==> src/hdl/intake_mechanism_sequencer_defines.svh <==
// ---------------------------------------------------------------------------
// Intake mechanism sequencer assertion macros
// Concurrent assertion wrappers, compiled out when ASSERT_OFF is set.
// ---------------------------------------------------------------------------
`ifndef INTAKE_MECHANISM_SEQUENCER_DEFINES_SVH
`define INTAKE_MECHANISM_SEQUENCER_DEFINES_SVH

`ifndef ASSERT_OFF
`define IMS_ASSERT(name, clk, rst_n, prop) \
  name: assert property (@(posedge clk) disable iff (!rst_n) (prop)) \
    else $error("assertion failed");
`define IMS_ASSERT_NEXT(name, clk, rst_n, pre, post) \
  name: assert property (@(posedge clk) disable iff (!rst_n) (pre) |=> (post)) \
    else $error("assertion failed");
`else
`define IMS_ASSERT(name, clk, rst_n, prop)
`define IMS_ASSERT_NEXT(name, clk, rst_n, pre, post)
`endif

`endif

==> src/hdl/ims_pkg.sv <==
// ---------------------------------------------------------------------------
// Intake mechanism sequencer package
// Shared types, codes and constants.
// ---------------------------------------------------------------------------
`default_nettype none

package ims_pkg;

  typedef enum logic [2:0] {
    MODE_DISABLE = 3'd0,
    MODE_RESET   = 3'd1,
    MODE_INTAKE  = 3'd2,
    MODE_STORE   = 3'd3,
    MODE_DEPOSIT = 3'd4,
    MODE_DOWN    = 3'd5,
    MODE_MAG_OUT = 3'd6,
    MODE_MAG_IN  = 3'd7
  } mode_e;

  localparam logic [3:0] CMD_DISABLE      = 4'd1;
  localparam logic [3:0] CMD_DEPOSIT      = 4'd5;
  localparam logic [3:0] CMD_SWITCH_LEFT  = 4'd9;
  localparam logic [3:0] CMD_SWITCH_RIGHT = 4'd10;

  localparam logic [1:0] CFG_ARM_UP_LEVEL       = 2'd0;
  localparam logic [1:0] CFG_WHEEL_INTAKE_LEVEL = 2'd1;
  localparam logic [1:0] CFG_STORE_WAIT         = 2'd2;
  localparam logic [1:0] CFG_DEPOSIT_WAIT       = 2'd3;

  localparam logic [6:0] ARM_UP_RESET       = 7'd80;
  localparam logic [6:0] WHEEL_INTAKE_RESET = 7'd60;
  localparam logic [7:0] STORE_WAIT_RESET   = 8'd2;
  localparam logic [7:0] DEPOSIT_WAIT_RESET = 8'd4;

  localparam logic [6:0] LVL_MAX = 7'd100;
  localparam logic signed [7:0] LVL_ZERO      = 8'sd0;
  localparam logic signed [7:0] LVL_SLOW      = 8'sd40;
  localparam logic signed [7:0] LVL_HALF      = 8'sd50;
  localparam logic signed [7:0] LVL_FAST_DOWN = 8'sd70;
  localparam logic [7:0] SECONDS_MAX = 8'd255;

  typedef struct packed {
    logic [6:0] arm_up_level;
    logic [6:0] wheel_intake_level;
    logic [7:0] store_wait;
    logic [7:0] deposit_wait;
  } cfg_t;

  typedef struct packed {
    logic [3:0] command;
    logic       arm_up_switch;
    logic       arm_down_switch;
    logic       wheel_fwd_switch;
    logic       wheel_rev_switch;
    logic       touch_fwd_switch;
    logic       touch_rev_switch;
    logic       second_pulse;
  } item_t;

  typedef struct packed {
    mode_e             mode;
    logic              side;
    logic [7:0]        elapsed;
    logic signed [7:0] arm;
    logic signed [7:0] wheel;
    logic signed [7:0] right_conv;
    logic signed [7:0] left_conv;
  } state_t;

  function automatic logic signed [7:0] capped(input logic [6:0] v);
    return (v > LVL_MAX) ? $signed({1'b0, LVL_MAX}) : $signed({1'b0, v});
  endfunction

endpackage

`default_nettype wire

==> src/hdl/ims_if.sv <==
// ---------------------------------------------------------------------------
// Intake mechanism sequencer channels
// Valid/ready channels for ticks, results and register writes.
// ---------------------------------------------------------------------------
`default_nettype none

interface ims_in_if;
  logic       valid;
  logic       ready;
  logic [3:0] command;
  logic       arm_up_switch;
  logic       arm_down_switch;
  logic       wheel_fwd_switch;
  logic       wheel_rev_switch;
  logic       touch_fwd_switch;
  logic       touch_rev_switch;
  logic       second_pulse;

  modport source (
    output valid, command, arm_up_switch, arm_down_switch, wheel_fwd_switch,
           wheel_rev_switch, touch_fwd_switch, touch_rev_switch, second_pulse,
    input  ready
  );
  modport sink (
    input  valid, command, arm_up_switch, arm_down_switch, wheel_fwd_switch,
           wheel_rev_switch, touch_fwd_switch, touch_rev_switch, second_pulse,
    output ready
  );
endinterface

interface ims_out_if;
  logic              valid;
  logic              ready;
  logic signed [7:0] arm_drive;
  logic signed [7:0] wheel_drive;
  logic signed [7:0] right_conveyor_drive;
  logic signed [7:0] left_conveyor_drive;
  logic [2:0]        mode_now;
  logic              side_now;
  logic              docked;

  modport source (
    output valid, arm_drive, wheel_drive, right_conveyor_drive,
           left_conveyor_drive, mode_now, side_now, docked,
    input  ready
  );
  modport sink (
    input  valid, arm_drive, wheel_drive, right_conveyor_drive,
           left_conveyor_drive, mode_now, side_now, docked,
    output ready
  );
endinterface

interface ims_cfg_if;
  logic       valid;
  logic       ready;
  logic [1:0] reg_index;
  logic [7:0] wdata;

  modport source (output valid, reg_index, wdata, input ready);
  modport sink (input valid, reg_index, wdata, output ready);
endinterface

`default_nettype wire

==> src/hdl/intake_mechanism_sequencer.sv <==
// ---------------------------------------------------------------------------
// Intake mechanism sequencer
// Mode sequencer for an intake arm, intake wheel and two magazine conveyors.
// ---------------------------------------------------------------------------
// One transfer on in_i is one control tick; each tick yields exactly one
// transfer on out_o carrying the mode, side, docked flag and the four drive
// levels after that tick. A tick is taken into an input register, evaluated
// against the sequencer state and latched into the result register, which
// also holds that state. The block accepts one tick per cycle while out_o is
// not stalled; a result is registered once its tick leaves the input register
// and holds while out_o is stalled. The user must write registers on cfg_i
// only while idle; the block itself does not enforce it.
`default_nettype none
`include "intake_mechanism_sequencer_defines.svh"

module intake_mechanism_sequencer (
  input  wire      clk_i,
  input  wire      rst_ni,
  ims_in_if.sink   in_i,
  ims_cfg_if.sink  cfg_i,
  ims_out_if.source out_o
);

  ims_pkg::cfg_t   cfg;
  ims_pkg::item_t  item_q;
  ims_pkg::state_t state_q;
  ims_pkg::state_t state_d;
  logic            item_vld_q;
  logic            out_vld_q;
  logic            docked_q;
  logic            docked_d;
  logic            in_xfer;
  logic            advance;

  ims_cfg_regs u_cfg (
    .clk_i  (clk_i),
    .rst_ni (rst_ni),
    .cfg_i  (cfg_i),
    .cfg_o  (cfg)
  );

  ims_rules u_rules (
    .item_i   (item_q),
    .state_i  (state_q),
    .cfg_i    (cfg),
    .state_o  (state_d),
    .docked_o (docked_d)
  );

  assign advance    = item_vld_q && (!out_vld_q || out_o.ready);
  assign in_i.ready = !item_vld_q || advance;
  assign in_xfer    = in_i.valid && in_i.ready;

  always_ff @(posedge clk_i or negedge rst_ni) begin
    if (!rst_ni) begin
      item_vld_q         <= 1'b0;
      out_vld_q          <= 1'b0;
      docked_q           <= 1'b0;
      state_q.mode       <= ims_pkg::MODE_DISABLE;
      state_q.side       <= 1'b0;
      state_q.elapsed    <= 8'd0;
      state_q.arm        <= ims_pkg::LVL_ZERO;
      state_q.wheel      <= ims_pkg::LVL_ZERO;
      state_q.right_conv <= ims_pkg::LVL_ZERO;
      state_q.left_conv  <= ims_pkg::LVL_ZERO;
    end else begin
      if (in_xfer) begin
        item_vld_q <= 1'b1;
      end else if (advance) begin
        item_vld_q <= 1'b0;
      end
      if (advance) begin
        out_vld_q <= 1'b1;
        docked_q  <= docked_d;
        state_q   <= state_d;
      end else if (out_o.ready) begin
        out_vld_q <= 1'b0;
      end
    end
  end

  always_ff @(posedge clk_i) begin
    if (in_xfer) begin
      item_q.command          <= in_i.command;
      item_q.arm_up_switch    <= in_i.arm_up_switch;
      item_q.arm_down_switch  <= in_i.arm_down_switch;
      item_q.wheel_fwd_switch <= in_i.wheel_fwd_switch;
      item_q.wheel_rev_switch <= in_i.wheel_rev_switch;
      item_q.touch_fwd_switch <= in_i.touch_fwd_switch;
      item_q.touch_rev_switch <= in_i.touch_rev_switch;
      item_q.second_pulse     <= in_i.second_pulse;
    end
  end

  assign out_o.valid                = out_vld_q;
  assign out_o.arm_drive            = state_q.arm;
  assign out_o.wheel_drive          = state_q.wheel;
  assign out_o.right_conveyor_drive = state_q.right_conv;
  assign out_o.left_conveyor_drive  = state_q.left_conv;
  assign out_o.mode_now             = state_q.mode;
  assign out_o.side_now             = state_q.side;
  assign out_o.docked               = docked_q;

  `IMS_ASSERT(a_docked_disables, clk_i, rst_ni,
    out_vld_q && docked_q |-> state_q.mode == ims_pkg::MODE_DISABLE)
  `IMS_ASSERT(a_stall_blocks_intake, clk_i, rst_ni,
    item_vld_q && out_vld_q && !out_o.ready |-> !in_i.ready)
  `IMS_ASSERT_NEXT(a_xfer_fills_stage, clk_i, rst_ni, in_xfer, item_vld_q)
  `IMS_ASSERT(a_arm_in_range, clk_i, rst_ni,
    out_vld_q |-> state_q.arm >= -8'sd100 && state_q.arm <= 8'sd100)

endmodule

`default_nettype wire

==> src/hdl/ims_cfg_regs.sv <==
// ---------------------------------------------------------------------------
// Intake mechanism sequencer configuration registers
// Drive levels and wait times, written through the register channel.
// ---------------------------------------------------------------------------
`default_nettype none

module ims_cfg_regs (
  input  wire           clk_i,
  input  wire           rst_ni,
  ims_cfg_if.sink       cfg_i,
  output ims_pkg::cfg_t cfg_o
);

  ims_pkg::cfg_t cfg_q;

  assign cfg_i.ready = 1'b1;
  assign cfg_o       = cfg_q;

  always_ff @(posedge clk_i or negedge rst_ni) begin
    if (!rst_ni) begin
      cfg_q.arm_up_level       <= ims_pkg::ARM_UP_RESET;
      cfg_q.wheel_intake_level <= ims_pkg::WHEEL_INTAKE_RESET;
      cfg_q.store_wait         <= ims_pkg::STORE_WAIT_RESET;
      cfg_q.deposit_wait       <= ims_pkg::DEPOSIT_WAIT_RESET;
    end else if (cfg_i.valid) begin
      case (cfg_i.reg_index)
        ims_pkg::CFG_ARM_UP_LEVEL:       cfg_q.arm_up_level       <= cfg_i.wdata[6:0];
        ims_pkg::CFG_WHEEL_INTAKE_LEVEL: cfg_q.wheel_intake_level <= cfg_i.wdata[6:0];
        ims_pkg::CFG_STORE_WAIT:         cfg_q.store_wait         <= cfg_i.wdata;
        ims_pkg::CFG_DEPOSIT_WAIT:       cfg_q.deposit_wait       <= cfg_i.wdata;
        default: ;
      endcase
    end
  end

endmodule

`default_nettype wire

==> src/hdl/ims_rules.sv <==
// ---------------------------------------------------------------------------
// Intake mechanism sequencer tick rules
// Next mode, side, seconds count and drive levels for one tick.
// ---------------------------------------------------------------------------
`default_nettype none

module ims_rules (
  input  ims_pkg::item_t  item_i,
  input  ims_pkg::state_t state_i,
  input  ims_pkg::cfg_t   cfg_i,
  output ims_pkg::state_t state_o,
  output logic            docked_o
);

  logic              docked;
  logic              up;
  logic              down;
  logic              side_sw;
  logic              late;
  logic signed [7:0] slow_s;
  logic signed [7:0] arm_lvl;
  logic signed [7:0] intake_lvl;
  ims_pkg::state_t   st;

  assign docked   = item_i.touch_fwd_switch | item_i.touch_rev_switch;
  assign docked_o = docked;
  assign up       = item_i.arm_up_switch;
  assign down     = item_i.arm_down_switch;
  assign side_sw  = state_i.side ? item_i.wheel_rev_switch : item_i.wheel_fwd_switch;
  assign slow_s   = state_i.side ? -ims_pkg::LVL_SLOW : ims_pkg::LVL_SLOW;
  assign arm_lvl  = ims_pkg::capped(cfg_i.arm_up_level);
  assign intake_lvl = state_i.side ? ims_pkg::capped(cfg_i.wheel_intake_level)
                                   : -ims_pkg::capped(cfg_i.wheel_intake_level);

  always_comb begin
    st   = state_i;
    late = 1'b0;
    if (item_i.second_pulse && (st.elapsed != ims_pkg::SECONDS_MAX)) begin
      st.elapsed = st.elapsed + 8'd1;
    end
    if (docked) begin
      st.mode = ims_pkg::MODE_DISABLE;
    end

    case (st.mode)
      ims_pkg::MODE_DISABLE: begin
        st.arm        = ims_pkg::LVL_ZERO;
        st.wheel      = ims_pkg::LVL_ZERO;
        st.right_conv = ims_pkg::LVL_ZERO;
        st.left_conv  = ims_pkg::LVL_ZERO;
      end
      ims_pkg::MODE_RESET: begin
        st.wheel      = ims_pkg::LVL_ZERO;
        st.right_conv = ims_pkg::LVL_ZERO;
        st.left_conv  = ims_pkg::LVL_ZERO;
        st.arm        = up ? arm_lvl : ims_pkg::LVL_ZERO;
      end
      ims_pkg::MODE_INTAKE: begin
        st.right_conv = ims_pkg::LVL_ZERO;
        st.left_conv  = ims_pkg::LVL_ZERO;
        st.wheel      = side_sw ? ims_pkg::LVL_ZERO : intake_lvl;
        st.arm        = down ? -ims_pkg::LVL_HALF : ims_pkg::LVL_ZERO;
      end
      ims_pkg::MODE_STORE: begin
        if (!up) begin
          st.arm   = ims_pkg::LVL_ZERO;
          st.wheel = slow_s;
          if (!state_i.side) st.right_conv = -ims_pkg::LVL_SLOW;
          else               st.left_conv  = ims_pkg::LVL_SLOW;
          if (st.elapsed > cfg_i.store_wait) st.mode = ims_pkg::MODE_RESET;
        end else begin
          st.arm        = arm_lvl;
          st.wheel      = ims_pkg::LVL_ZERO;
          st.right_conv = ims_pkg::LVL_ZERO;
          st.left_conv  = ims_pkg::LVL_ZERO;
          st.elapsed    = 8'd0;
        end
      end
      ims_pkg::MODE_DEPOSIT: begin
        if (!up) st.elapsed = 8'd0;
        if (!down) begin
          st.arm        = ims_pkg::LVL_ZERO;
          st.wheel      = slow_s;
          st.right_conv = ims_pkg::LVL_ZERO;
          st.left_conv  = ims_pkg::LVL_ZERO;
          st.elapsed    = 8'd0;
        end else begin
          late = st.elapsed > cfg_i.deposit_wait;
          if (side_sw) begin
            st.wheel      = late ? slow_s : ims_pkg::LVL_ZERO;
            st.right_conv = ims_pkg::LVL_ZERO;
            st.left_conv  = ims_pkg::LVL_ZERO;
            st.arm        = -ims_pkg::LVL_HALF;
          end else begin
            st.wheel = late ? slow_s : -slow_s;
            if (!state_i.side) begin
              if (!up) st.right_conv = ims_pkg::LVL_SLOW;
              st.left_conv = ims_pkg::LVL_ZERO;
            end else begin
              if (!up) st.left_conv = -ims_pkg::LVL_SLOW;
              st.right_conv = ims_pkg::LVL_ZERO;
            end
            st.arm = ims_pkg::LVL_ZERO;
          end
        end
      end
      ims_pkg::MODE_DOWN: begin
        st.wheel      = ims_pkg::LVL_ZERO;
        st.right_conv = ims_pkg::LVL_ZERO;
        st.left_conv  = ims_pkg::LVL_ZERO;
        st.arm        = down ? -ims_pkg::LVL_FAST_DOWN : ims_pkg::LVL_ZERO;
      end
      ims_pkg::MODE_MAG_OUT: begin
        st.wheel      = ims_pkg::LVL_ZERO;
        st.arm        = ims_pkg::LVL_ZERO;
        st.right_conv = ims_pkg::LVL_SLOW;
        st.left_conv  = -ims_pkg::LVL_SLOW;
      end
      default: begin
        st.wheel      = ims_pkg::LVL_ZERO;
        st.arm        = ims_pkg::LVL_ZERO;
        st.right_conv = -ims_pkg::LVL_SLOW;
        st.left_conv  = ims_pkg::LVL_SLOW;
      end
    endcase

    if (!docked && (item_i.command >= ims_pkg::CMD_DISABLE)
        && (item_i.command <= ims_pkg::CMD_SWITCH_RIGHT)) begin
      if (item_i.command == ims_pkg::CMD_DEPOSIT) st.elapsed = 8'd0;
      if (item_i.command == ims_pkg::CMD_SWITCH_LEFT) begin
        st.side = 1'b1;
      end else if (item_i.command == ims_pkg::CMD_SWITCH_RIGHT) begin
        st.side = 1'b0;
      end else begin
        st.mode = ims_pkg::mode_e'(3'(item_i.command - ims_pkg::CMD_DISABLE));
      end
    end

    state_o = st;
  end

endmodule

`default_nettype wire

==> src/flat_wrapper.sv <==
// flat-port wrapper written by rule: the top's interface ports become plain ports
module intake_mechanism_sequencer_flat 
  (clk_i, rst_ni, in_i_valid, in_i_command, in_i_arm_up_switch, in_i_arm_down_switch, in_i_wheel_fwd_switch, in_i_wheel_rev_switch, in_i_touch_fwd_switch, in_i_touch_rev_switch, in_i_second_pulse, in_i_ready, cfg_i_valid, cfg_i_reg_index, cfg_i_wdata, cfg_i_ready, out_o_valid, out_o_arm_drive, out_o_wheel_drive, out_o_right_conveyor_drive, out_o_left_conveyor_drive, out_o_mode_now, out_o_side_now, out_o_docked, out_o_ready);
  ims_in_if in_i_i ();
  ims_cfg_if cfg_i_i ();
  ims_out_if out_o_i ();
  input  wire clk_i;
  input  wire rst_ni;
  input wire logic [$bits(in_i_i.valid)-1:0] in_i_valid;
  input wire logic [$bits(in_i_i.command)-1:0] in_i_command;
  input wire logic [$bits(in_i_i.arm_up_switch)-1:0] in_i_arm_up_switch;
  input wire logic [$bits(in_i_i.arm_down_switch)-1:0] in_i_arm_down_switch;
  input wire logic [$bits(in_i_i.wheel_fwd_switch)-1:0] in_i_wheel_fwd_switch;
  input wire logic [$bits(in_i_i.wheel_rev_switch)-1:0] in_i_wheel_rev_switch;
  input wire logic [$bits(in_i_i.touch_fwd_switch)-1:0] in_i_touch_fwd_switch;
  input wire logic [$bits(in_i_i.touch_rev_switch)-1:0] in_i_touch_rev_switch;
  input wire logic [$bits(in_i_i.second_pulse)-1:0] in_i_second_pulse;
  output wire logic [$bits(in_i_i.ready)-1:0] in_i_ready;
  input wire logic [$bits(cfg_i_i.valid)-1:0] cfg_i_valid;
  input wire logic [$bits(cfg_i_i.reg_index)-1:0] cfg_i_reg_index;
  input wire logic [$bits(cfg_i_i.wdata)-1:0] cfg_i_wdata;
  output wire logic [$bits(cfg_i_i.ready)-1:0] cfg_i_ready;
  output wire logic [$bits(out_o_i.valid)-1:0] out_o_valid;
  output wire logic [$bits(out_o_i.arm_drive)-1:0] out_o_arm_drive;
  output wire logic [$bits(out_o_i.wheel_drive)-1:0] out_o_wheel_drive;
  output wire logic [$bits(out_o_i.right_conveyor_drive)-1:0] out_o_right_conveyor_drive;
  output wire logic [$bits(out_o_i.left_conveyor_drive)-1:0] out_o_left_conveyor_drive;
  output wire logic [$bits(out_o_i.mode_now)-1:0] out_o_mode_now;
  output wire logic [$bits(out_o_i.side_now)-1:0] out_o_side_now;
  output wire logic [$bits(out_o_i.docked)-1:0] out_o_docked;
  input wire logic [$bits(out_o_i.ready)-1:0] out_o_ready;
  assign in_i_i.valid = in_i_valid;
  assign in_i_i.command = in_i_command;
  assign in_i_i.arm_up_switch = in_i_arm_up_switch;
  assign in_i_i.arm_down_switch = in_i_arm_down_switch;
  assign in_i_i.wheel_fwd_switch = in_i_wheel_fwd_switch;
  assign in_i_i.wheel_rev_switch = in_i_wheel_rev_switch;
  assign in_i_i.touch_fwd_switch = in_i_touch_fwd_switch;
  assign in_i_i.touch_rev_switch = in_i_touch_rev_switch;
  assign in_i_i.second_pulse = in_i_second_pulse;
  assign in_i_ready = in_i_i.ready;
  assign cfg_i_i.valid = cfg_i_valid;
  assign cfg_i_i.reg_index = cfg_i_reg_index;
  assign cfg_i_i.wdata = cfg_i_wdata;
  assign cfg_i_ready = cfg_i_i.ready;
  assign out_o_valid = out_o_i.valid;
  assign out_o_arm_drive = out_o_i.arm_drive;
  assign out_o_wheel_drive = out_o_i.wheel_drive;
  assign out_o_right_conveyor_drive = out_o_i.right_conveyor_drive;
  assign out_o_left_conveyor_drive = out_o_i.left_conveyor_drive;
  assign out_o_mode_now = out_o_i.mode_now;
  assign out_o_side_now = out_o_i.side_now;
  assign out_o_docked = out_o_i.docked;
  assign out_o_i.ready = out_o_ready;
  intake_mechanism_sequencer u_core (.clk_i(clk_i), .rst_ni(rst_ni), .in_i(in_i_i), .cfg_i(cfg_i_i), .out_o(out_o_i));
endmodule
==> config.mk <==
export PLATFORM = sky130hd
export DESIGN_NAME = intake_mechanism_sequencer_flat
export DESIGN_NICKNAME = d
export VERILOG_FILES = /design/src/hdl/ims_pkg.sv /design/src/hdl/ims_if.sv /design/src/hdl/intake_mechanism_sequencer.sv /design/src/hdl/ims_cfg_regs.sv /design/src/hdl/ims_rules.sv /design/src/flat_wrapper.sv
export VERILOG_INCLUDE_DIRS = /design/src /design/src/hdl
export SDC_FILE = /design/constraint.sdc
export NUM_CORES = 1
export LEC_CHECK = 0
export BUFFER_PORTS_ARGS = -buffer_cell sky130_fd_sc_hd__buf_2
export CAP_MARGIN = 20
export CORE_ASPECT_RATIO = 0.6
export CORE_MARGIN = 2
export CORE_UTILIZATION = 40
export DETAILED_ROUTE_END_ITERATION = 10
export PLACE_DENSITY_LB_ADDON = 0.25
export SLEW_MARGIN = 20
export SYNTH_ARGS = -nofsm -noshare
export SYNTH_HDL_FRONTEND = slang
export SYNTH_SLANG_ARGS = --single-unit
export TNS_END_PERCENT = 1
==> constraint.sdc <==
create_clock -name clk_i -period 9.25 [get_ports clk_i]
set_input_delay 0.4625 -clock clk_i [delete_from_list [all_inputs] [get_ports clk_i]]
set_output_delay 0.4625 -clock clk_i [all_outputs]
set_load 0.03 [all_outputs]
==> impl_metrics.py, run 1 <==
metrics = {
    "setup_path": {
        "cp-end-kind": "register",
        "worst-path-max-fanout": 6,
        "critical_path_required_ps": 9480,
        "reg2reg_depth": 16,
        "r2r_slack_ps": 5410,
        "arrival_ps": 4070,
        "critPathKind": "reg2reg",
        "crit_path_start_kind": "register",
    },
    "run": {
        "maxCapViolCount": 0,
    },
    "timing": {
        "finalCriticalPeriod_ps": 3838,
        "slew-limit-headroom_pct": 29.74,
        "finalCritPeriodShare_pct": 41.50,
        "hold_viol_final": 0,
        "worst_hold_slack_ps": 299.2,
        "fin_worst_skew_ps": 6.363,
        "tns_ps": 0,
        "rsz0062_at_grt": "no",
        "fin_ws_ps": 5412,
        "worst_pin_slew_ps": 1051,
        "max_freq_ghz": 0.2605,
        "finalMaxSlewViolations": 0,
        "finalSetupViolCount": 0,
    },
    "floorplan": {
        "ios": 66,
        "dieWidth_um": 142.3,
        "die_y_um": 87.01,
        "start_util_pct": 40.79,
        "die-area_um2": 12380,
        "coreArea_um2": 11260,
        "row_count": 30,
    },
    "global_routing": {
        "overflow": 0,
        "grt_max_degree": 68,
        "grt_pass1_vias": 3116,
        "antenna_found_initial": 0,
        "grt_pass1_wl_um": 16490,
        "grt_use_total_pct": 17.59,
    },
    "drt": {
        "vias_per_cell": 5.369,
        "drtIter0Drc": 185,
        "totalWireLength_um": 10230,
        "highest_layer": "met4",
        "routedWlPerCell_um": 16.56,
        "route.met3.wl_um": 404,
        "met1Wirelength_um": 5297,
        "num_vias": 3318,
        "wl_met2_um": 4414,
        "ant_nets": 0,
        "post-route-drc-count": 0,
        "drt-pass1-iter-count": 4,
    },
    "clock_network": {
        "post-cts-setup-buffer-count": 0,
        "cts_hold_buf": 0,
        "cts-root-buf": "clkbuf_16",
        "cts_tree": "yes",
        "clk_path_buf_depth": 2,
        "clk_latency_ps": 340,
        "h-tree-depth": 3,
        "clock-sinks": 78,
        "cts_buffers": 9,
        "cts_resized": 0,
        "clk_pin_slew_worst_paths_ps": 60,
    },
    "finish": {
        "drive_gt1_share_pct": 26.58,
        "antenna_cells": 0,
        "final_util_pct": 45.13,
        "area_growth_pct": 10.65,
        "layout_commonest_cell": "dfrtp_1",
        "mostFrequentLayoutCells": "dfrtp_1 (59), buf_2 (58), mux2_2 (35)",
        "final_area_um2": 5082,
        "final_cells": 618,
        "nets": 518,
    },
    "synth": {
        "synth_edf_count": 11,
        "synthArstFlopShare_pct": 85.90,
        "yosysSeqAreaShare_pct": 43.91,
        "synth_ff_type": "dfrtp_1",
        "synth_cell_types": 63,
        "ys.warnings.count": 0,
        "netlist_instances": 442,
        "synth_area_um2": 4593,
        "synth.avg_cell_area_um2": 10.39,
        "ys_ff_latch": 78,
    },
    "placement": {
        "dp_hpwl_um": 7718,
        "gp_congestion": 0.7844,
        "dp.cells": 602,
        "port-buffer-count": 58,
        "dpl-instance-area_um2": 4772,
        "dp_worst_setup_slack_ps": 5447,
    },
    "power": {
        "p_total_mw": 1.034,
        "ir_drop_uv": 84.68,
        "powerDensity_nw_per_um2": 203.4,
        "power_leakage_nw": 2.342,
    },
    "min_path": {
        "holdPathStages": 1,
        "hold_class": "in2reg",
    },
    "run_status": {
        "outcome": "completed",
    },
}
state kept, by name, indices dropped and copies added, names as in the netlist:
register,cells
u_core.item_q,11
u_core.item_vld_q,1
u_core.out_o.arm_drive,8
u_core.out_o.docked,1
u_core.out_o.left_conveyor_drive,3
u_core.out_o.mode_now,3
u_core.out_o.right_conveyor_drive,3
u_core.out_o.side_now,1
u_core.out_o.valid,1
u_core.out_o.wheel_drive,8
u_core.state_q,8
u_core.u_cfg.cfg_o,30
cells by family (layout without fill, tap and decap cells):
| logic type | Yosys count | count (layout) | synth area share (%) |
|---|---|---|---|
| multiplexers | 41 | 41 | 10.22 |
| AO/OA/AOI/OAI | 94 | 94 | 13.78 |
| flip-flops | 78 | 78 | 43.91 |
| XOR/XNOR | 9 | 9 | 1.716 |
| AND/OR/NAND/NOR | 124 | 124 | 15.15 |
| buffers and inverters | 71 | 98 | 8.799 |
| adder cells (fa/ha/maj) | 23 | 23 | 6.265 |
| other | 2 | 7 | 0.1635 |
synthesized netlist by cell type (10+ instances only):
library cell,number,share of area (%)
and2_1,10,1.4
dfrtp_1,59,32
ha_1,23,6.3
clkbuf_1,10,0.82
edfxtp_1,11,7.2
nor2_1,21,1.7
buf_4,36,5.9
inv_1,23,1.9
mux2_2,35,8.6
a31oi_1,11,1.5
nand2_1,29,2.4
o21ai_0,22,2.4
a21oi_1,23,2.5
layer usage:
metal	global-route usage, %	vias to the layer above
met5	0	-
met2	25.43	76
li1	-	1606
met3	5.937	7
met4	4.230	0
met1	25.42	1629
critical path: stages (launching register included):
cell and delay, ps:
dfrtp_1 430, and3_1 250, nand4_1 190, o21ai_0 490, mux2_2 410, and2_1 160
ha_1 290, nor2b_1 140, o211ai_1 150, a21oi_1 100, o22a_1 230, ha_1 310
inv_1 40, mux2i_1 130, o21ai_0 90, a211oi_1 250, nor2_1 70
area by class of cell:
| type | count | area, µm² |
|---|---|---|
| repair buffers | 59 | 297.8 |
| clock buffers | 12 | 257.7 |
| multi-input cells | 298 | 2191 |
| fillers | 1094 | 6178 |
| well taps | 144 | 180.2 |
| clock inverters | 4 | 52.55 |
| inverters | 23 | 86.33 |
| flip-flops and latches | 78 | 2017 |
final timing paths:
path / from / end
worst max-delay path: u_core.state_q[36]$_DFFE_PN0P_ / u_core.out_o.wheel_drive[5]$_DFFE_PN0P_
worst min-delay path: in_i_arm_up_switch / u_core.item_q[6]$_DFFE_PP_
worst max register to register: u_core.state_q[36]$_DFFE_PN0P_ / u_core.out_o.wheel_drive[5]$_DFFE_PN0P_
worst min register to register: u_core.out_o.wheel_drive[0]$_DFFE_PN0P_ / u_core.out_o.wheel_drive[0]$_DFFE_PN0P_
max in group asynchronous: rst_ni / u_core.state_q[34]$_DFFE_PN0P_
min in group asynchronous: rst_ni / u_core.out_o.left_conveyor_drive[3]$_DFFE_PN0P_
power breakdown:
part / switching, mW / leakage [nW] / internal [mW]
combinational: 0.127 / 1.25 / 0.0951
sequential: 0.0494 / 0.943 / 0.396
clock: 0.140 / 0.148 / 0.226
total: 0.317 / 2.34 / 0.717
(Power assumes the default switching activity.)
==> run 2: changes to the inputs <==
clock period = 3.85 ns   (was 9.25 ns; I/O delays follow)
==> run 2 against run 1 <==
Net effect:
- sequential share of layout area down 0.28 points
- routed wire length up 0.15%
- sequential power up 140%
- setup slack worse by 5100 ps
- clock power up 140%
- register-to-register slack worse by 5100 ps
- design area up 0.76%
- global-route usage down 0.49 points
- critical path depth unchanged
- combinational power up 140%
- non-clock buffer count up 3
- critical path type unchanged
- largest cell class unchanged
- largest power group unchanged
==> impl_metrics.py, run 2 (synthesis results as in run 1) <==
metrics = {
    "clock_network": {
        "post-cts-setup-buffer-count": 0,
        "cts-root-buf": "clkbuf_16",
        "h-tree-depth": 3,
        "cts_tree": "yes",
        "clk_pin_slew_worst_paths_ps": 60,
        "clock-sinks": 78,
        "cts_buffers": 9,
        "clk_path_buf_depth": 2,
        "clk_latency_ps": 340,
    },
    "setup_path": {
        "critPathMaxStageDelay_ps": 420,
        "path_cells": "and3_1, nand4_1, o21ai_2, mux2_2, and2_1, ha_1, nor2b_1, o211ai_1, a21oi_1, o22a_1, ha_1, inv_1, mux2i_1, o21ai_0, a211oi_1, nor2_1",
        "arrival_ps": 3780,
        "path_buf_inv": 1,
        "crit_path_start_kind": "register",
        "crit_family": "compound AO/OA/AOI/OAI gates",
        "critPathSlowestCell": "dfrtp_1",
        "critPathKind": "reg2reg",
        "crit_top_cell": "ha_1",
        "critical_path_required_ps": 4080,
        "cp-end-kind": "register",
        "worst-path-max-fanout": 5,
    },
    "floorplan": {
        "die_y_um": 87.01,
        "row_count": 30,
        "ios": 66,
        "dieWidth_um": 142.3,
        "start_util_pct": 40.79,
        "coreArea_um2": 11260,
        "die-area_um2": 12380,
    },
    "global_routing": {
        "grt_pass1_vias": 3138,
        "overflow": 0,
        "grt_max_degree": 47,
        "antenna_found_initial": 0,
        "grt_use_total_pct": 17.10,
        "grt_pass1_wl_um": 16280,
    },
    "timing": {
        "finalCritPeriodShare_pct": 92.25,
        "finalSetupViolCount": 0,
        "finalCriticalPeriod_ps": 3552,
        "worst_hold_slack_ps": 26.02,
        "hold_viol_final": 0,
        "rsz0062_at_grt": "no",
        "max_freq_ghz": 0.2815,
        "tns_ps": 0,
        "slew-limit-headroom_pct": 37.84,
        "fin_worst_skew_ps": 5.911,
        "worst_pin_slew_ps": 920.8,
        "finalMaxSlewViolations": 0,
    },
    "power": {
        "p_sw_mw": 0.7721,
        "powerDensity_nw_per_um2": 487.8,
        "power_leakage_nw": 2.362,
        "clkPwrFrac_pct": 35.4,
        "p_comb_share_pct": 21.7,
        "swShare_pct": 30.90,
        "ir_drop_uv": 203.0,
        "p_seq_share_pct": 42.9,
        "p_int_mw": 1.726,
    },
    "finish": {
        "mostFrequentLayoutCells": "dfrtp_1 (58), buf_2 (57), mux2_2 (35)",
        "area_growth_pct": 11.50,
        "nets": 521,
        "fillerInstances": 1057,
        "drive_gt1_share_pct": 27.67,
        "antenna_cells": 0,
        "layout_commonest_cell": "dfrtp_1",
        "largest_reg_flops": 30,
    },
    "min_path": {
        "hold_class": "in2reg",
    },
    "drt": {
        "drtIter0Drc": 177,
        "post-route-drc-count": 0,
        "vias_per_cell": 5.432,
        "num_vias": 3373,
        "ant_nets": 0,
        "drt-pass1-iter-count": 4,
        "totalWireLength_um": 10250,
        "routedWlPerCell_um": 16.50,
    },
    "run": {
        "maxCapViolCount": 0,
    },
    "placement": {
        "gp_congestion": 0.9435,
        "port-buffer-count": 58,
        "dp_hpwl_um": 7935,
    },
    "run_status": {
        "outcome": "completed",
    },
}
==> run 2: changes by cell type in the layout (fill, tap and decap cells not counted) <==
cell / change
dfrtp_1: -1
clkbuf_1: -2
o21ai_2: +1
o21ai_0: -1
buf_2: -1
dlygate4sd3_1: +1
buf_4: +3
inv_6: +1
dfrtp_2: +1
clkinv_2: +1
==> run 2: worst paths after layout <==
kind | from | endpoint | slack, ps | cells after the start
max in group asynchronous | rst_ni | u_core.state_q[36]$_DFFE_PN0P_ | 2710 | 3
worst max-delay path | u_core.state_q[37]$_DFFE_PN0P_ | u_core.out_o.wheel_drive[5]$_DFFE_PN0P_ | 300 | 16
worst min-delay path | in_i_command[3] | u_core.item_q[10]$_DFFE_PP_ | 30 | 1
worst max register to register | u_core.state_q[37]$_DFFE_PN0P_ | u_core.out_o.wheel_drive[5]$_DFFE_PN0P_ | 300 | 16
min in group asynchronous | rst_ni | u_core.out_o.right_conveyor_drive[6]$_DFFE_PN0P_ | 390 | 2
worst min register to register | u_core.out_o.wheel_drive[1]$_DFFE_PN0P_ | u_core.out_o.wheel_drive[1]$_DFFE_PN0P_ | 470 | 2
==> run 2: final cells by class <==
type	instances	area, µm²	share of cell area [%]
Inverter	23	86.33	1.686
Timing Repair Buffer	62	325.3	6.352
Clock buffer	10	250.2	4.886
Clock inverter	6	66.31	1.295
Tap cell	144	180.2	3.518
Sequential cell	78	2018	39.41
Multi-Input combinational cell	298	2195	42.85
==> run 2: per-layer routing <==
metal,vias to the layer above,track usage (%),routed length (µm)
met3,9,3.903,515
met5,-,0,0
met4,0,5.131,89
met1,1642,24.63,5226
met2,97,25.82,4415
li1,1625,-,-
==> run 2: power groups by stage <==
stage	registers [mW]	clock network [mW]	logic, mW
3_5_place_dp	1.08	0	0.536
6_report	1.07	0.885	0.541
2_1_floorplan	1.04	0	0.426
5_1_grt	1.09	0.945	0.605
3_3_place_gp	1.08	0	0.524
4_1_cts	1.07	0.911	0.540
==> run 2: stage by stage <==
step	worst slack [ps]	power (mW)	cell area, µm²	cells	util [%]
floorplan	470.4	1.470	4612	447	-
global placement	379.2	1.604	4787	604	42.51
detailed placement	251.0	1.620	4787	604	42.51
CTS	218.5	2.520	5104	620	45.32
global route	3.762	2.638	5121	621	45.48
finish	298.2	2.498	5121	621	45.48
==> run 2: what timing repair did <==
action                     CTS  global route
setup endpoints to repair    0             4
hold buffers                 0             1
resized for setup            0             3
hold endpoints to repair     0            37
==> run 3: changes to the inputs <==
ABC_CLOCK_PERIOD_IN_PS = 3580   (was default)
RECOVER_POWER = 25   (was default)
clock period = 3.58 ns   (was 3.85 ns; I/O delays follow)
==> run 3 against run 2 <==
Net effect:
- the flow now finishes with violations (capacitance limit, slew limit)
- maximum frequency grew 3.9%
- non-clock buffer count grew 10
- setup slack lost 140 ps
- die area is the same
- clock skew shrank 1.8 ps
- cell count grew 1.6%
- sequential power grew 7%
- design area grew 1.5%
- worst hold slack lost 10 ps
- utilization grew 0.67 points
- largest cell class unchanged
==> impl_metrics.py, run 3 (synthesis results as in run 1) <==
metrics = {
    "global_routing": {
        "grtUsageMet3_pct": 4.508,
        "use_met1_pct": 25.02,
        "use_met2_pct": 26.13,
        "grt_max_degree": 50,
        "antenna_found_initial": 0,
        "grt_use_total_pct": 17.30,
        "grt_pass1_vias": 3238,
        "grt.busiest_layer": "met2",
        "overflow": 0,
        "grt_pass1_wl_um": 16680,
    },
    "drt": {
        "totalWireLength_um": 10540,
        "vias_per_cell": 5.418,
        "routedWlPerCell_um": 16.71,
        "ant_nets": 0,
        "post-route-drc-count": 0,
        "num_vias": 3419,
        "drt-pass1-iter-count": 5,
        "drtIter0Drc": 245,
    },
    "finish": {
        "fillerInstances": 1048,
        "regArea_um2": 2017,
        "nets": 531,
        "area_growth_pct": 13.13,
        "final_util_pct": 46.14,
        "multiInputGateArea_um2": 2220,
        "antenna_cells": 0,
        "largest_reg_flops": 30,
        "layout_commonest_cell": "dfrtp_1",
        "mostFrequentLayoutCells": "dfrtp_1 (59), buf_2 (55), mux2_2 (35)",
        "drive_gt1_share_pct": 28.54,
        "final_area_um2": 5196,
    },
    "clock_network": {
        "cts_tree": "yes",
        "cts_buffers": 9,
        "cts-root-buf": "clkbuf_16",
        "clock-sinks": 78,
        "clk_pin_slew_worst_paths_ps": 60,
        "clk_path_buf_depth": 2,
        "clk_latency_ps": 330,
        "h-tree-depth": 3,
    },
    "setup_path": {
        "critPathMaxStageDelay_ps": 430,
        "path_buf_inv": 0,
        "arrival_ps": 3630,
        "critPathSlowestCell": "or3_4",
        "crit_family": "simple AND/OR/NAND/NOR gates",
        "cp-end-kind": "register",
        "critical_path_required_ps": 3790,
        "crit_path_start_kind": "register",
        "critPathKind": "reg2reg",
        "worst-path-max-fanout": 4,
        "path_cells": "and3_2, and4_1, or3_4, xnor2_2, and2_1, ha_1, a21oi_1, o21ai_0, o22a_1, ha_1, mux2i_1, nor2_1, nor3_1, o21ai_0",
    },
    "floorplan": {
        "row_count": 30,
        "start_util_pct": 40.79,
        "coreArea_um2": 11260,
        "die-area_um2": 12380,
        "die_y_um": 87.01,
        "ios": 66,
        "dieWidth_um": 142.3,
    },
    "placement": {
        "dpl-instance-area_um2": 4827,
        "dp_hpwl_um": 7913,
        "port-buffer-count": 58,
        "dp_worst_setup_slack_ps": 6.446,
        "gp_congestion": 0.9469,
    },
    "min_path": {
        "hold_class": "in2reg",
    },
    "timing": {
        "finalCritPeriodShare_pct": 95.46,
        "fin_ws_ps": 162.5,
        "slew-limit-headroom_pct": -83.30,
        "max_freq_ghz": 0.2926,
        "worst_pin_slew_ps": 2750,
        "finalCriticalPeriod_ps": 3418,
        "finalSetupViolCount": 0,
        "hold_viol_final": 0,
        "fin_worst_skew_ps": 4.140,
        "finalMaxSlewViolations": 50,
    },
    "power": {
        "p_total_mw": 2.662,
        "power_leakage_nw": 2.402,
        "ir_drop_uv": 215.6,
        "powerDensity_nw_per_um2": 512.3,
    },
    "run_status": {
        "outcome": "finished, violations left",
        "violations": "capacitance limit, slew limit",
    },
    "run": {
        "maxCapViolCount": 1,
    },
}
run 3: cell types whose count changed in the layout (fill, tap and decap cells not counted), moves of 2 or more:
cell and delta:
buf_4 +9, clkbuf_1 +6, buf_2 -2, dfstp_1 +2
dfstp_2 -2
run 3: per-stage QoR:
step                hold slack [ps]  std cells  TNS [ps]
finish                        15.85        631         0
global route                  2.540        631    -45.51
CTS                           4.912        626         0
detailed placement            258.4        609         0
global placement              356.1        609         0
floorplan                    -116.6        447         0
run 3: final timing paths:
kind,slack (ps),cells after the start,end,from
setup reg to reg,160,14,u_core.out_o.wheel_drive[4]$_DFFE_PN0P_,u_core.state_q[37]$_DFFE_PN0P_
setup / recovery,160,14,u_core.out_o.wheel_drive[4]$_DFFE_PN0P_,u_core.state_q[37]$_DFFE_PN0P_
max in group asynchronous,760,2,u_core.state_q[34]$_DFFE_PN0P_,rst_ni
min in group asynchronous,1270,2,u_core.out_o.left_conveyor_drive[3]$_DFFE_PN0P_,rst_ni
hold / removal,20,1,u_core.item_q[2]$_DFFE_PP_,in_i_touch_fwd_switch
hold reg to reg,470,2,u_core.out_o.arm_drive[5]$_DFFE_PN0P_,u_core.out_o.arm_drive[5]$_DFFE_PN0P_
run 3: what timing repair did:
item                                    4_1_cts  5_1_grt
endpoints found under the setup margin        1        4
endpoints found under the hold margin        44        0
gates resized for setup                       1        7
cloned                                        0        0
setup buffers                                 0        5
hold buffers                                  1        0
pin swaps                                     0        3
run 3: cell type report:
class,instances,area share [%]
Tap cell,144,3.467
Multi-Input combinational cell,298,42.72
Clock buffer,14,5.514
Sequential cell,78,38.82
Clock inverter,2,0.2408
Inverter,23,1.661
Timing Repair Buffer,72,7.585
run 3: power by group:
part	leakage, nW	switching, mW	internal, mW	total [mW]
Combinational	1.32	0.346	0.262	0.608
Clock	0.143	0.352	0.554	0.906
Sequential	0.942	0.125	1.02	1.15
Total	2.40	0.824	1.84	2.66
run 3: routing by layer:
metal | routed length (µm) | vias up | part of all wire (%)
li1 | - | 1632 | -
met1 | 5314 | 1656 | 50
met2 | 4491 | 116 | 43
met3 | 628 | 15 | 6.0
met4 | 108 | 0 | 1.0
met5 | 0 | - | 0
